### src/sv/c6502_pkg.sv
// ----------------------------------------------------------------------------
// c6502_pkg
// Types and constants shared by the 6502 subset bus-cycle core.
// ----------------------------------------------------------------------------
package c6502_pkg;

  typedef enum logic [2:0] {
    PH_VEC_LO = 3'd0,
    PH_VEC_HI = 3'd1,
    PH_FETCH  = 3'd2,
    PH_OP1    = 3'd3,
    PH_OP2    = 3'd4,
    PH_OP3    = 3'd5
  } phase_e;

  localparam logic [7:0] OP_BPL     = 8'h10;
  localparam logic [7:0] OP_SEI     = 8'h78;
  localparam logic [7:0] OP_STA_ABS = 8'h8D;
  localparam logic [7:0] OP_TXS     = 8'h9A;
  localparam logic [7:0] OP_LDX_IMM = 8'hA2;
  localparam logic [7:0] OP_LDA_IMM = 8'hA9;
  localparam logic [7:0] OP_LDA_ABS = 8'hAD;
  localparam logic [7:0] OP_CLD     = 8'hD8;

  localparam int unsigned FLAG_N_BIT = 7;
  localparam int unsigned FLAG_D_BIT = 3;
  localparam int unsigned FLAG_I_BIT = 2;
  localparam int unsigned FLAG_Z_BIT = 1;

  localparam logic [15:0] VEC_LO_ADDR      = 16'hFFFC;
  localparam logic [15:0] VEC_HI_ADDR      = 16'hFFFD;
  localparam logic [7:0]  SP_RESET         = 8'hFD;
  localparam logic [15:0] FRAME_CYC_RESET  = 16'd29780;
  localparam logic [15:0] COUNT_MAX        = 16'hFFFF;

  localparam int unsigned OUT_TDATA_W = 32;

  typedef struct packed {
    logic [7:0]  acc;
    logic [7:0]  x;
    logic [7:0]  flags;
    logic [15:0] pc;
    logic [7:0]  sp;
    logic [7:0]  opcode;
    phase_e      phase;
    logic [15:0] latch;
    logic [15:0] fcnt;
    logic        odd;
    logic        halted;
  } core_state_t;

  typedef struct packed {
    logic        fault;
    logic        frame_end;
    logic        opcode_fetch;
    logic [7:0]  bus_wdata;
    logic        bus_write;
    logic [15:0] bus_address;
  } bus_req_t;

  localparam core_state_t CORE_RESET = '{
    acc:    8'h00,
    x:      8'h00,
    flags:  8'h00,
    pc:     16'h0000,
    sp:     SP_RESET,
    opcode: 8'h00,
    phase:  PH_VEC_LO,
    latch:  16'h0000,
    fcnt:   16'h0000,
    odd:    1'b0,
    halted: 1'b0
  };

endpackage

### src/sv/cpu6502_subset_bus_cycle_core_top.sv
// Output: the bus access for an accepted word is registered in out_data_q for m_axis.
// Throughput: one word per cycle while m_axis_tready is high; the next-access logic is
// one combinational pass between the core state registers and the output register.
// The output register decouples the sides: input is taken while a result waits
// if m_axis_tready is high in that cycle.
// Reset (rst_ni low, async): core state to CORE_RESET, frame_cycles back to 29780.
// ----------------------------------------------------------------------------
// cpu6502_subset_bus_cycle_core_top
// Cycle-level 6502 subset core: one bus access out for each completed cycle in.
// ----------------------------------------------------------------------------
module cpu6502_subset_bus_cycle_core_top (
  input  logic        clk_i,
  input  logic        rst_ni,
  input  logic        s_axis_tvalid,
  output logic        s_axis_tready,
  input  logic [7:0]  s_axis_tdata,   // [7:0] read_data
  input  logic        s_axis_tuser,   // [0] cmd
  output logic        m_axis_tvalid,
  input  logic        m_axis_tready,
  // [15:0] bus_address, [16] bus_write, [24:17] bus_wdata, [25] opcode_fetch,
  // [26] frame_end, [27] fault, [31:28] zero
  output logic [31:0] m_axis_tdata,
  input  logic        cfg_we_i,
  input  logic [15:0] cfg_wdata_i
);
  import c6502_pkg::*;

  core_state_t state_q, state_d;
  bus_req_t    req;
  logic [15:0] frame_cycles_q;
  logic        out_valid_q;
  logic [OUT_TDATA_W-1:0] out_data_q;
  logic        accept;

  assign s_axis_tready = !out_valid_q || m_axis_tready;
  assign accept        = s_axis_tvalid && s_axis_tready;

  c6502_step u_step (
    .cur_i          (state_q),
    .cmd_i          (s_axis_tuser),
    .rdata_i        (s_axis_tdata),
    .frame_cycles_i (frame_cycles_q),
    .nxt_o          (state_d),
    .req_o          (req)
  );

  always_ff @(posedge clk_i or negedge rst_ni) begin
    if (!rst_ni) begin
      state_q        <= CORE_RESET;
      frame_cycles_q <= FRAME_CYC_RESET;
      out_valid_q    <= 1'b0;
    end else begin
      if (cfg_we_i) frame_cycles_q <= cfg_wdata_i;
      if (accept) begin
        state_q     <= state_d;
        out_valid_q <= 1'b1;
      end else if (m_axis_tready) begin
        out_valid_q <= 1'b0;
      end
    end
  end

  always_ff @(posedge clk_i) begin
    if (accept) out_data_q <= {4'd0, req};
  end

  assign m_axis_tvalid = out_valid_q;
  assign m_axis_tdata  = out_data_q;

endmodule

### src/sv/c6502_step.sv
// ----------------------------------------------------------------------------
// c6502_step
// Next-state and next-bus-access logic for one completed bus cycle.
// ----------------------------------------------------------------------------
module c6502_step (
  input  c6502_pkg::core_state_t cur_i,
  input  logic                   cmd_i,
  input  logic [7:0]             rdata_i,
  input  logic [15:0]            frame_cycles_i,
  output c6502_pkg::core_state_t nxt_o,
  output c6502_pkg::bus_req_t    req_o
);
  import c6502_pkg::*;

  core_state_t nxt;
  bus_req_t    req;
  logic        bnd;
  logic [15:0] pc_inc;
  logic [15:0] br_off;
  logic [16:0] budget;
  logic [15:0] budget_sat;
  logic [15:0] latch_hi;

  assign pc_inc   = cur_i.pc + 16'd1;
  assign br_off   = {{8{rdata_i[7]}}, rdata_i};
  assign latch_hi = cur_i.latch | {rdata_i, 8'h00};
  assign budget   = {1'b0, frame_cycles_i} + {16'd0, cur_i.odd};
  assign budget_sat = budget[16] ? COUNT_MAX : budget[15:0];

  always_comb begin
    nxt = cur_i;
    req = '0;
    bnd = 1'b0;

    if (!cmd_i) begin
      nxt = CORE_RESET;
      req.bus_address = VEC_LO_ADDR;
    end else if (cur_i.halted) begin
      req.bus_address = cur_i.pc;
      req.fault = 1'b1;
    end else if (cur_i.phase == PH_VEC_LO) begin
      nxt.latch = {8'h00, rdata_i};
      nxt.phase = PH_VEC_HI;
      req.bus_address = VEC_HI_ADDR;
    end else if (cur_i.phase == PH_VEC_HI) begin
      nxt.pc = latch_hi;
      bnd = 1'b1;
    end else begin
      if (cur_i.fcnt != COUNT_MAX) nxt.fcnt = cur_i.fcnt + 16'd1;
      unique case (cur_i.phase)
        PH_FETCH: begin
          nxt.opcode = rdata_i;
          nxt.pc = pc_inc;
          nxt.phase = PH_OP1;
          req.bus_address = pc_inc;
          unique case (rdata_i)
            OP_SEI: nxt.flags[FLAG_I_BIT] = 1'b1;
            OP_TXS: nxt.sp = cur_i.x;
            OP_CLD: nxt.flags[FLAG_D_BIT] = 1'b0;
            OP_BPL, OP_STA_ABS, OP_LDX_IMM, OP_LDA_IMM, OP_LDA_ABS: ;
            default: begin
              nxt.halted = 1'b1;
              nxt.phase = cur_i.phase;
              req.fault = 1'b1;
            end
          endcase
        end
        PH_OP1: begin
          unique case (cur_i.opcode)
            OP_BPL: begin
              nxt.pc = pc_inc;
              if (cur_i.flags[FLAG_N_BIT]) begin
                bnd = 1'b1;
              end else begin
                nxt.latch = pc_inc + br_off;
                nxt.phase = PH_OP2;
                req.bus_address = pc_inc;
              end
            end
            OP_STA_ABS, OP_LDA_ABS: begin
              nxt.latch = {8'h00, rdata_i};
              nxt.pc = pc_inc;
              nxt.phase = PH_OP2;
              req.bus_address = pc_inc;
            end
            OP_LDX_IMM: begin
              nxt.x = rdata_i;
              nxt.pc = pc_inc;
              nxt.flags[FLAG_N_BIT] = rdata_i[7];
              nxt.flags[FLAG_Z_BIT] = (rdata_i == 8'h00);
              bnd = 1'b1;
            end
            OP_LDA_IMM: begin
              nxt.acc = rdata_i;
              nxt.pc = pc_inc;
              nxt.flags[FLAG_N_BIT] = rdata_i[7];
              nxt.flags[FLAG_Z_BIT] = (rdata_i == 8'h00);
              bnd = 1'b1;
            end
            default: bnd = 1'b1;
          endcase
        end
        PH_OP2: begin
          unique case (cur_i.opcode)
            OP_BPL: begin
              if (cur_i.latch[15:8] == cur_i.pc[15:8]) begin
                nxt.pc = cur_i.latch;
                bnd = 1'b1;
              end else begin
                // page crossed: dummy read with the unfixed high byte
                nxt.phase = PH_OP3;
                req.bus_address = {cur_i.pc[15:8], cur_i.latch[7:0]};
              end
            end
            OP_STA_ABS, OP_LDA_ABS: begin
              nxt.latch = latch_hi;
              nxt.pc = pc_inc;
              nxt.phase = PH_OP3;
              req.bus_address = latch_hi;
              if (cur_i.opcode == OP_STA_ABS) begin
                req.bus_write = 1'b1;
                req.bus_wdata = cur_i.acc;
              end
            end
            default: bnd = 1'b1;
          endcase
        end
        PH_OP3: begin
          if (cur_i.opcode == OP_BPL) begin
            nxt.pc = cur_i.latch;
          end else if (cur_i.opcode == OP_LDA_ABS) begin
            nxt.acc = rdata_i;
            nxt.flags[FLAG_N_BIT] = rdata_i[7];
            nxt.flags[FLAG_Z_BIT] = (rdata_i == 8'h00);
          end
          bnd = 1'b1;
        end
        default: bnd = 1'b1;
      endcase
    end

    // instruction boundary: frame budget check and opcode fetch
    if (bnd) begin
      if (nxt.fcnt >= budget_sat) begin
        req.frame_end = 1'b1;
        nxt.fcnt = 16'd0;
        nxt.odd = ~cur_i.odd;
      end
      nxt.phase = PH_FETCH;
      req.bus_address = nxt.pc;
      req.opcode_fetch = 1'b1;
    end
  end

  assign nxt_o = nxt;
  assign req_o = req;

endmodule

### config.mk
export PLATFORM = sky130hd
export DESIGN_NAME = cpu6502_subset_bus_cycle_core_top
export DESIGN_NICKNAME = d
export VERILOG_FILES = /design/src/sv/c6502_pkg.sv /design/src/sv/cpu6502_subset_bus_cycle_core_top.sv /design/src/sv/c6502_step.sv
export SDC_FILE = /design/constraint.sdc
export NUM_CORES = 1
export LEC_CHECK = 0
export BUFFER_PORTS_ARGS = -buffer_cell sky130_fd_sc_hd__buf_2
export CAP_MARGIN = 5
export CORE_ASPECT_RATIO = 1.2
export CORE_MARGIN = 5
export CORE_UTILIZATION = 46
export CTS_CLUSTER_SIZE = 25
export DETAILED_ROUTE_END_ITERATION = 10
export MAX_ROUTING_LAYER = met4
export SYNTH_ARGS = -nofsm -noshare
export SYNTH_HDL_FRONTEND = slang
export SYNTH_SLANG_ARGS = --single-unit
export TNS_END_PERCENT = 100
### constraint.sdc
create_clock -name clk_i -period 11.38 [get_ports clk_i]
set_input_delay 0 -clock clk_i [delete_from_list [all_inputs] [get_ports clk_i]]
set_output_delay 0 -clock clk_i [all_outputs]
set_load 0.02 [all_outputs]
==> impl_results.md, run 1 <==
* Status: completed
* Final Hold Vio Count at 0
* IO buf count at about 60
* Commonest non-fill, non-tap cell in the layout: nand2_1
* Comb power frac at 46.6%
* Largest net degree at the start of global routing at 59
* H-tree depth at 4
* Nets@finish at ~1100
* Final Util at roughly 53%
* Die Span Y at 160.6 µm
* Final worst path period need at ~4300 ps
* Vias in the first global route at just under 8000
* Setup Crit Path Kind: reg2reg
* Startpoint Class: flop
* Hold depth at 3
* Max frequency at 233.8 MHz
* Inst Count DP at 1266
* Clock share of power at between 20% and 30%
* Syn Area/Cell at between 8 and 9 µm²
* Die Wd at 135.5 µm
* Initial antenna violation count at 0
* Latest clock arrival within the worst-skew pair at about 420 ps
* Final setup violation count at 0
* DRT iter0 DRCs at approximately 770
* Critical Path Fanout Max at 12
* Distinct cell type count after synthesis at 86
* CTS sink count at 115
* Unrepaired setup endpoints after global routing: false
* Area after DPL at roughly 9100 µm²
* Routed WL per cell at roughly 21 µm
* HPWL Detailed at 19700 µm
* Synth Flop Type: dfrtp_1
* All-layer global routing usage at around a quarter
* P_int at 1.287 mW
* Most frequent cells in the layout: nand2_1 (109), nor2_1 (94), dfrtp_1 (80), o21ai_0 (67), buf_2 (58)
* R2r worst-path depth at 16
* Critical Path RT at 11650 ps
* Hold_ws at between 3 and 4 ps
* Gpl congestion at just over 1
* Layout cells sized above 1 at between 15 and 20%
* Critical Path AT at 4550 ps
* Rel. slew slack at under 10%
* Final non-filler cell total at between 1000 and 1500
* Clock slew at reported path FFs at roughly 50 ps
* Mapped Area at between 8000 and 9000 µm²
* Dpl ws at 7185 ps
* Routed Antenna Nets at 0
* LEAKAGE at ~4.1 nW
* EDFF count, synth at 28
* Worst min path class: in2reg
* Via density at 6.213
* Core area at around 19000 µm²
* Critical Path Sink Type: flop
* Max cap viols at 0
* Post-synthesis sequential area ratio at 34.82%
* Pwr Density at between 200 and 250 nW/µm²
* Post-Syn Instances at around 1000
* TritonCTS Buffers at 17
* Sw Ratio at between 40% and 50%
* Worst-Margin Slew at ~1400 ps
* Grt total ovfl at 0
* Root Driver: clkbuf_16
* Clock buffer depth at 2
* NetSw at between 1 and 1.5 mW
* Final Total Pwr at 2.314 mW
* Register share of total power at 29.4%
* DRC viols at 0
* Antenna diodes at 0
* Max-slew violations at 0
* Period utilization at around 38%
* Cell area after layout at ~10000 µm²
* Area grow syn2layout at 14.42%
* Peak supply drop at 112.6 µV
* Post-synthesis async set-or-reset flop share at between 70 and 80%
* Starting density of the core at ~46%
* Yosys warns at 0
* Via count at ~8200
* CTS tree: built
* DRT Wirelength at between 20000 and 30000 µm
* Setup_tns at 0 ps
* Worst setup margin at around 7000 ps
* DRT Pass-1 Iters at 7
* Die area at between 20000 and 25000 µm²
* # rows at between 50 and 60
* #FFs+latches synth at 115
* Global-route wire length before repair at ~44000 µm
* Ports at 64
* Worst Skew at slightly below 10 ps
## timing repair
action,4_1_cts,5_1_grt
resized for setup,0,0
endpoints found under the hold margin,55,0
endpoints found under the setup margin,0,0
setup buffers,0,0
hold buffers,23,0
## power groups by stage
stage | Sequential [mW] | Clock [mW] | Combinational, mW
final | 0.679 | 0.556 | 1.08
after global routing | 0.692 | 0.584 | 1.17
after CTS | 0.672 | 0.566 | 1.06
after detailed placement | 0.678 | 0 | 1.04
after global placement | 0.677 | 0 | 1.05
after floorplan | 0.616 | 0 | 0.805
## cells in the mapped netlist, types with 7 or more instances
master       n  area, µm²
a211oi_1     9      67.56
a21oi_1     41      205.2
a221oi_1    10      87.58
a22o_1       9      78.83
a22oi_1     12      90.09
a31oi_1     17      106.4
and2_1      16      100.1
and3_1      21      131.4
and4_1       7      61.31
clkbuf_1    54      202.7
dfrtp_1     80       2002
dfstp_2      7      183.9
edfxtp_1    28      840.8
ha_1        35      437.9
inv_1       24      90.09
mux2_2      20      225.2
nand2_1    110      412.9
nand2b_1    12      75.07
nand3_1     35      175.2
nand4_1     17      106.4
nor2_1      94      352.8
nor3_1      20      100.1
nor4_1       7      43.79
o21ai_0     67      335.3
o22ai_1     13      81.33
o2bb2ai_1    9      78.83
o31ai_1     19      142.6
or2_2        9      56.30
xnor2_1     41      359.1
xor2_1      17      148.9
## critical path, stage by stage (launching register included)
cell	delay, ps
dfrtp_1	490
ha_1	250
nand2_1	80
nor4_1	680
a21oi_1	460
nand3_1	220
xor2_1	230
nor2_1	90
ha_1	320
a21oi_1	70
nor2_1	80
o21ai_0	70
and3_1	140
a31o_2	290
or2_2	320
inv_2	240
o31ai_1	100
## sequential cells by signal (all words and copies together) (netlist names)
signal	cells
state_q	70
frame_cycles_q	16
m_axis_tdata	28
m_axis_tvalid	1
## worst paths after layout
check | start | end | slack [ps]
worst max-delay path | state_q[2]$_DFFE_PN0P_ | state_q[10]$_DFFE_PN0P_ | 7100
worst min-delay path | m_axis_tready | m_axis_tvalid$_DFFE_PN0P_ | 4
worst max register to register | state_q[2]$_DFFE_PN0P_ | state_q[10]$_DFFE_PN0P_ | 7100
worst min register to register | state_q[88]$_DFFE_PN0P_ | state_q[88]$_DFFE_PN0P_ | 460
max in group asynchronous | rst_ni | state_q[6]$_DFFE_PN0P_ | 10210
min in group asynchronous | rst_ni | m_axis_tvalid$_DFFE_PN0P_ | 60
## area by class of cell
type	instances	area, µm²
clock buffer	19	432.9
clock inverter	12	163.9
fill	1824	8772
inverter	25	93.84
multi-input combinational	799	5290
sequential	115	3027
tap	256	320.3
timing repair buffer	94	618.1
## per-layer routing
metal	track usage, %	share of wire, %
met1	32.25	40
met2	42.44	49
met3	4.480	6.8
met4	12.01	4.3
met5	-	0
## kinds of logic (layout without fill, tap and decap cells)
family	Yosys count	after routing	share of synthesized area (%)
flip-flops	115	115	34.82
AO/OA/AOI/OAI	293	293	24.23
adder cells (fa/ha/maj)	36	36	5.268
XOR/XNOR	58	58	5.844
other	1	4	0.04314
buffers and inverters	95	150	4.549
multiplexers	26	26	3.282
AND/OR/NAND/NOR	382	382	21.97
Power figures use the tool's default switching activity.
==> run 2, diff against run 1 <==
==> constraint.sdc (replaced) <==
create_clock -name clk_i -period 4 [get_ports clk_i]
set_input_delay 0 -clock clk_i [delete_from_list [all_inputs] [get_ports clk_i]]
set_output_delay 0 -clock clk_i [all_outputs]
set_load 0.02 [all_outputs]
==> run 2 against run 1 <==
Compared with the run above:
- first-iteration DRC count increased by 5.1%
- register-to-register slack got worse by 6800 ps
- count of clock-buffer cells in the layout decreased by 2
==> impl_results.md, run 2 (same netlist as run 1, synthesis figures left out) <==
* Startpoint Class: flop
* Setup_tns at 0 ps
* Setup Crit Path Kind: reg2reg
* Die area at about 22000 µm²
* Final setup violation count at 0
* DRT Pass-1 Iters at 6
* Core area at approximately 19000 µm²
* HPWL Detailed at ~21000 µm
* Final Util at approximately 54%
* Critical Path RT at approximately 4300 ps
* Clock slew at reported path FFs at 60 ps
* # rows at between 50 and 60
* Antenna diodes at 0
* Ports at between 60 and 70
* Worst min path class: in2reg
* Area occupied by multi-input gates at approximately 5300 µm²
* LEAKAGE at approximately 4.2 nW
* DRT Wirelength at approximately 28000 µm
* Worst Skew at ~9.3 ps
* Clock buffer depth at 2
* Final Hold Vio Count at 0
* Peak supply drop at 367.2 µV
* Global-route wire length before repair at between 40000 and 50000 µm
* Most frequent cells in the layout: nand2_1 (109), nor2_1 (94), dfrtp_1 (80), o21ai_0 (67), buf_2 (58)
* Critical Path AT at a little over 4000 ps
* Max reg flops at 70
* Worst-Margin Slew at between 900 and 1000 ps
* Max frequency at around 270 MHz
* Initial antenna violation count at 0
* Final worst path period need at approximately 3700 ps
* Routed Antenna Nets at 0
* Nets@finish at between 1000 and 1500
* Die Wd at 135.5 µm
* TritonCTS Buffers at 17
* Storage cell area at about 3000 µm²
* Grt total ovfl at 0
* Unrepaired setup endpoints after global routing: false
* Gpl congestion at 1.040
* Largest net degree at the start of global routing at 46
* All-layer global routing usage at 27.39%
* Max cap viols at 0
* Period utilization at between 90 and 100%
* Rel. slew slack at slightly below 40%
* Critical Path Fanout Max at 8
* R2r setup slk at 280 ps
* Root Driver: clkbuf_16
* Routed WL per cell at 21.12 µm
* Die Span Y at about 160 µm
* Vias in the first global route at between 8000 and 9000
* Max-slew violations at 0
* Area grow syn2layout at 17.06%
* Latest clock arrival within the worst-skew pair at around 430 ps
* Layout cells sized above 1 at ~18%
* Status: completed
* Post-CTS Setup Bufs at 0
* DRC viols at 0
* Via count at 8323
* Commonest non-fill, non-tap cell in the layout: nand2_1
* CTS tree: built
* Critical Path Sink Type: flop
* Fillers at around 1800
* H-tree depth at 4
* DRT iter0 DRCs at 807
* Starting density of the core at 46.44%
* Pwr Density at 667.7 nW/µm²
* CTS sink count at about 120
* IO buf count at 59
* Register with the most flip-flops: state_q
* Via density at about 6.2
[run 2: cell count changes in the layout (fill, tap and decap cells not counted), sizes merged]
cell and delta:
clkbuf -2, clkinvlp -1, buf +20, clkinv +4, dlygate4sd3 +1
[run 2: final cells by class]
cell class	count	share of cell area, %
sequential	115	29.75
inverter	25	0.9469
tap	256	3.148
clock buffer	17	4.181
multi-input combinational	799	52.46
timing repair buffer	115	7.649
clock inverter	15	1.869
[run 2: report_power, final]
| group | total (mW) | switching (mW) | leakage (nW) | internal (mW) |
|---|---|---|---|---|
| logic | 3.33 | 2.11 | 2.56 | 1.22 |
| registers | 1.85 | 0.340 | 1.39 | 1.51 |
| clock network | 1.62 | 0.583 | 0.293 | 1.03 |
[run 2: final timing paths]
check,to,startpoint,depth (start not counted)
worst max-delay path,state_q[33]$_DFFE_PN0P_,state_q[55]$_DFFE_PN0P_,11
worst min-delay path,m_axis_tvalid$_DFFE_PN0P_,m_axis_tready,3
worst max register to register,state_q[33]$_DFFE_PN0P_,state_q[55]$_DFFE_PN0P_,11
worst min register to register,state_q[90]$_DFFE_PN0P_,state_q[90]$_DFFE_PN0P_,2
max in group asynchronous,state_q[66]$_DFFE_PN0P_,rst_ni,3
min in group asynchronous,state_q[6]$_DFFE_PN0P_,rst_ni,2
[run 2: repair_timing]
| item | in CTS | in global routing |
|---|---|---|
| endpoints found under the setup margin | 0 | 14 |
| endpoints found under the hold margin | 71 | 0 |
| gates resized for setup | 0 | 10 |
| hold buffers | 24 | 0 |
[run 2: per-stage QoR]
stage	power [mW]	hold slack, ps	area, µm²	worst slack, ps	std cells
floorplan	4.043	-295.6	8703	265.8	1009
global placement	5.041	42.90	9273	180.3	1286
detailed placement	5.053	47.89	9273	152.9	1286
CTS	6.712	0.3296	10130	138.7	1342
global route	7.190	34.38	10170	22.38	1342
finish	6.794	7.670	10170	284.3	1342
[run 2: critical path, cell delays in order (launching register included)]
cell and delay (ps):
dfrtp_1 530, nand4_1 230, or3_1 510, xnor2_1 420, ha_1 400, nand3_1 120
a21oi_1 40, a221oi_1 360, o21ai_0 210, o41ai_1 500, xnor2_1 140, o2bb2ai_1 140
[run 2: per-layer routing]
metal  track usage [%]  vias to the layer above  wire length, µm
met3             4.511                       70             1917
li1                  -                     3899                -
met1             33.11                     3982            11410
met5                 -                        -                0
met2             45.63                      372            14200
met4             10.77                        0              823
==> run 3, diff against run 2 <==
--- a/config.mk
+++ b/config.mk
@@ -8,11 +8,10 @@
 export BUFFER_PORTS_ARGS = -buffer_cell sky130_fd_sc_hd__buf_2
 export CAP_MARGIN = 5
 export CORE_ASPECT_RATIO = 1.2
-export CORE_MARGIN = 5
+export CORE_MARGIN = 2
 export CORE_UTILIZATION = 46
 export CTS_CLUSTER_SIZE = 25
 export DETAILED_ROUTE_END_ITERATION = 10
-export MAX_ROUTING_LAYER = met4
 export SYNTH_ARGS = -nofsm -noshare
 export SYNTH_HDL_FRONTEND = slang
 export SYNTH_SLANG_ARGS = --single-unit
==> run 3 against run 2 <==
Compared with the run above:
- count of clock-buffer cells in the layout rose by 4
- critical endpoint is now state_q[10]$_DFFE_PN0P_
- utilization fell by 0.21 points
- clock skew fell by 1.3 ps
- design area fell by 0.39%
- critical path type unchanged
- die area fell by 8.0%
- worst setup slack got worse by 66 ps
- power fell by 0.98%
- largest cell class unchanged
- global-route usage rose by 1.9 points
==> impl_results.md, run 3 (same netlist as run 1, synthesis figures left out) <==
* Status: completed
* Final worst path period need at around 3800 ps
* Layout cells sized above 1 at about 18%
* H-tree depth at 4
* IO buf count at 59
* Area occupied by multi-input gates at 5331 µm²
* Storage cell area at 3027 µm²
* Core area at around 19000 µm²
* Clock buffer depth at 2
* Vias in the first global route at 8041
* Register with the most flip-flops: state_q
* Clock slew at reported path FFs at 60 ps
* CTS tree: built
* All-layer global routing usage at between 20% and 30%
* Max-slew violations at 0
* Slowest stage delay, CP at between 400 and 500 ps
* Critical Path AT at roughly 4000 ps
* Final Hold Vio Count at 0
* Critical Path Sink Type: flop
* Max reg flops at 70
* DRT Pass-1 Iters at 6
* Hold_ws at 10.75 ps
* Worst min path class: in2reg
* Most frequent cells in the layout: nand2_1 (109), nor2_1 (94), dfrtp_1 (80), o21ai_0 (67), buf_2 (58)
* Ports at 64
* Inst Count DP at between 1000 and 1500
* Max frequency at around 260 MHz
* Die Span Y at approximately 150 µm
* Final setup violation count at 0
* CP cell instances: ha_1 -> nand2_1 -> nor4_4 -> a2111oi_2 -> and3_1 -> xnor2_1 -> nor2_1 -> ha_1 -> nand4_1 -> nor2_1 -> o21ai_0 -> and3_1 -> a31o_2 -> or2_2 -> inv_2 -> o31ai_1
* Period utilization at a little over nine tenths
* CTS sink count at ~120
* Latest clock arrival within the worst-skew pair at 430 ps
* Rel. slew slack at between 30% and 40%
* Die Wd at between 100 and 150 µm
* Commonest non-fill, non-tap cell in the layout: nand2_1
* Largest net degree at the start of global routing at between 50 and 60
* Final non-filler cell total at between 1000 and 1500
* # rows at 55
* Hold wc startpoint: m_axis_tready
* Routed Antenna Nets at 0
* HPWL Detailed at ~21000 µm
* Setup Crit Path Kind: reg2reg
* Area grow syn2layout at 16.60%
* Critical Path RT at around 4300 ps
* DRT iter0 DRCs at between 800 and 900
* DRC viols at 0
* Startpoint Class: flop
* Critical Path Slowest Stage Cell: dfrtp_1
* Worst-Margin Slew at roughly 980 ps
* LEAKAGE at 4.253 nW
* Worst setup margin at 218.5 ps
* Post-CTS Setup Bufs at 0
* Peak supply drop at about 370 µV
* Grt total ovfl at 0
* Final Total Pwr at 6.727 mW
* Antenna diodes at 0
* Dpl ws at 85.16 ps
* DRT Wirelength at 28360 µm
* Initial antenna violation count at 0
* Starting density of the core at between 40% and 50%
* Critical Path Fanout Max at 11
* Routed WL per cell at roughly 21 µm
* Worst Skew at 7.970 ps
* Unrepaired setup endpoints after global routing: false
* Root Driver: clkbuf_16
* CP Launch Point: state_q[3]$_DFFE_PN0P_
* Via density at slightly above 6
* Setup_tns at 0 ps
* Nets@finish at about 1100
* Die area at between 20000 and 25000 µm²
* R2r startpoint: state_q[3]$_DFFE_PN0P_
* Via count at 8317
* Pwr Density at around 660 nW/µm²
* TritonCTS Buffers at 17
* Global-route wire length before repair at roughly 45000 µm
* Max cap viols at 0
* Fillers at 1799
* Gpl congestion at between 1 and 1.5
==> run 3: cell types whose count changed in the layout (fill, tap and decap cells not counted), moves of 2 or more <==
| cell | previous run | this run |
|---|---|---|
| dlygate4sd3_1 | 24 | 22 |
| bufinv_16 | 4 | 2 |
| clkbuf_1 | 0 | 2 |
| clkinv_1 | 4 | 0 |
==> run 3: layout make-up <==
cell class              count  area share [%]
clock buffers              21           4.654
clock inverters            11           1.235
inverters                  25          0.9259
multi-input cells         799           52.61
flip-flops and latches    115           29.86
well taps                 256           3.160
repair buffers            114           7.556
==> run 3: final timing paths <==
kind	end	slack, ps	depth (start not counted)
worst max register to register	state_q[10]$_DFFE_PN0P_	220	16
min in group asynchronous	m_axis_tvalid$_DFFE_PN0P_	180	2
worst max-delay path	state_q[10]$_DFFE_PN0P_	220	16
worst min register to register	state_q[89]$_DFFE_PN0P_	470	2
worst min-delay path	m_axis_tvalid$_DFFE_PN0P_	10	3
max in group asynchronous	frame_cycles_q[2]$_DFFE_PN1P_	2850	3
==> run 3: metrics by stage <==
| step | utilization (%) | instance area [µm²] |
|---|---|---|
| after detailed placement | 49.58 | 9280 |
| after floorplan | - | 8703 |
| after global routing | 54.14 | 10130 |
| final | 54.14 | 10130 |
| after CTS | 53.94 | 10100 |
| after global placement | 49.58 | 9280 |
==> run 3: worst max-delay path, delay by kind of cell, from the launching register on <==
family	cells	cell delay, ps
compound gates	4	620
xor+xnor	1	280
fa+ha+maj	2	550
buf+inv	1	230
flops	1	450
simple gates	8	1500
==> run 3: metal layers <==
metal	vias up	routed length [µm]	GRT usage [%]
li1	3891	-	-
met1	4036	11470	36.35
met2	317	14120	50.20
met3	73	1609	4.151
met4	0	1156	13.36
met5	-	0	0
==> run 3: what timing repair did <==
item                       4_1_cts  5_1_grt
hold buffers                    22        0
setup endpoints to repair        0       13
resized for setup                0        7
hold endpoints to repair        75        0
==> run 3: report_power, final <==
group | internal, mW | total, mW | switching (mW)
registers | 1.51 | 1.85 | 0.343
logic | 1.22 | 3.32 | 2.10
clock network | 0.971 | 1.56 | 0.585
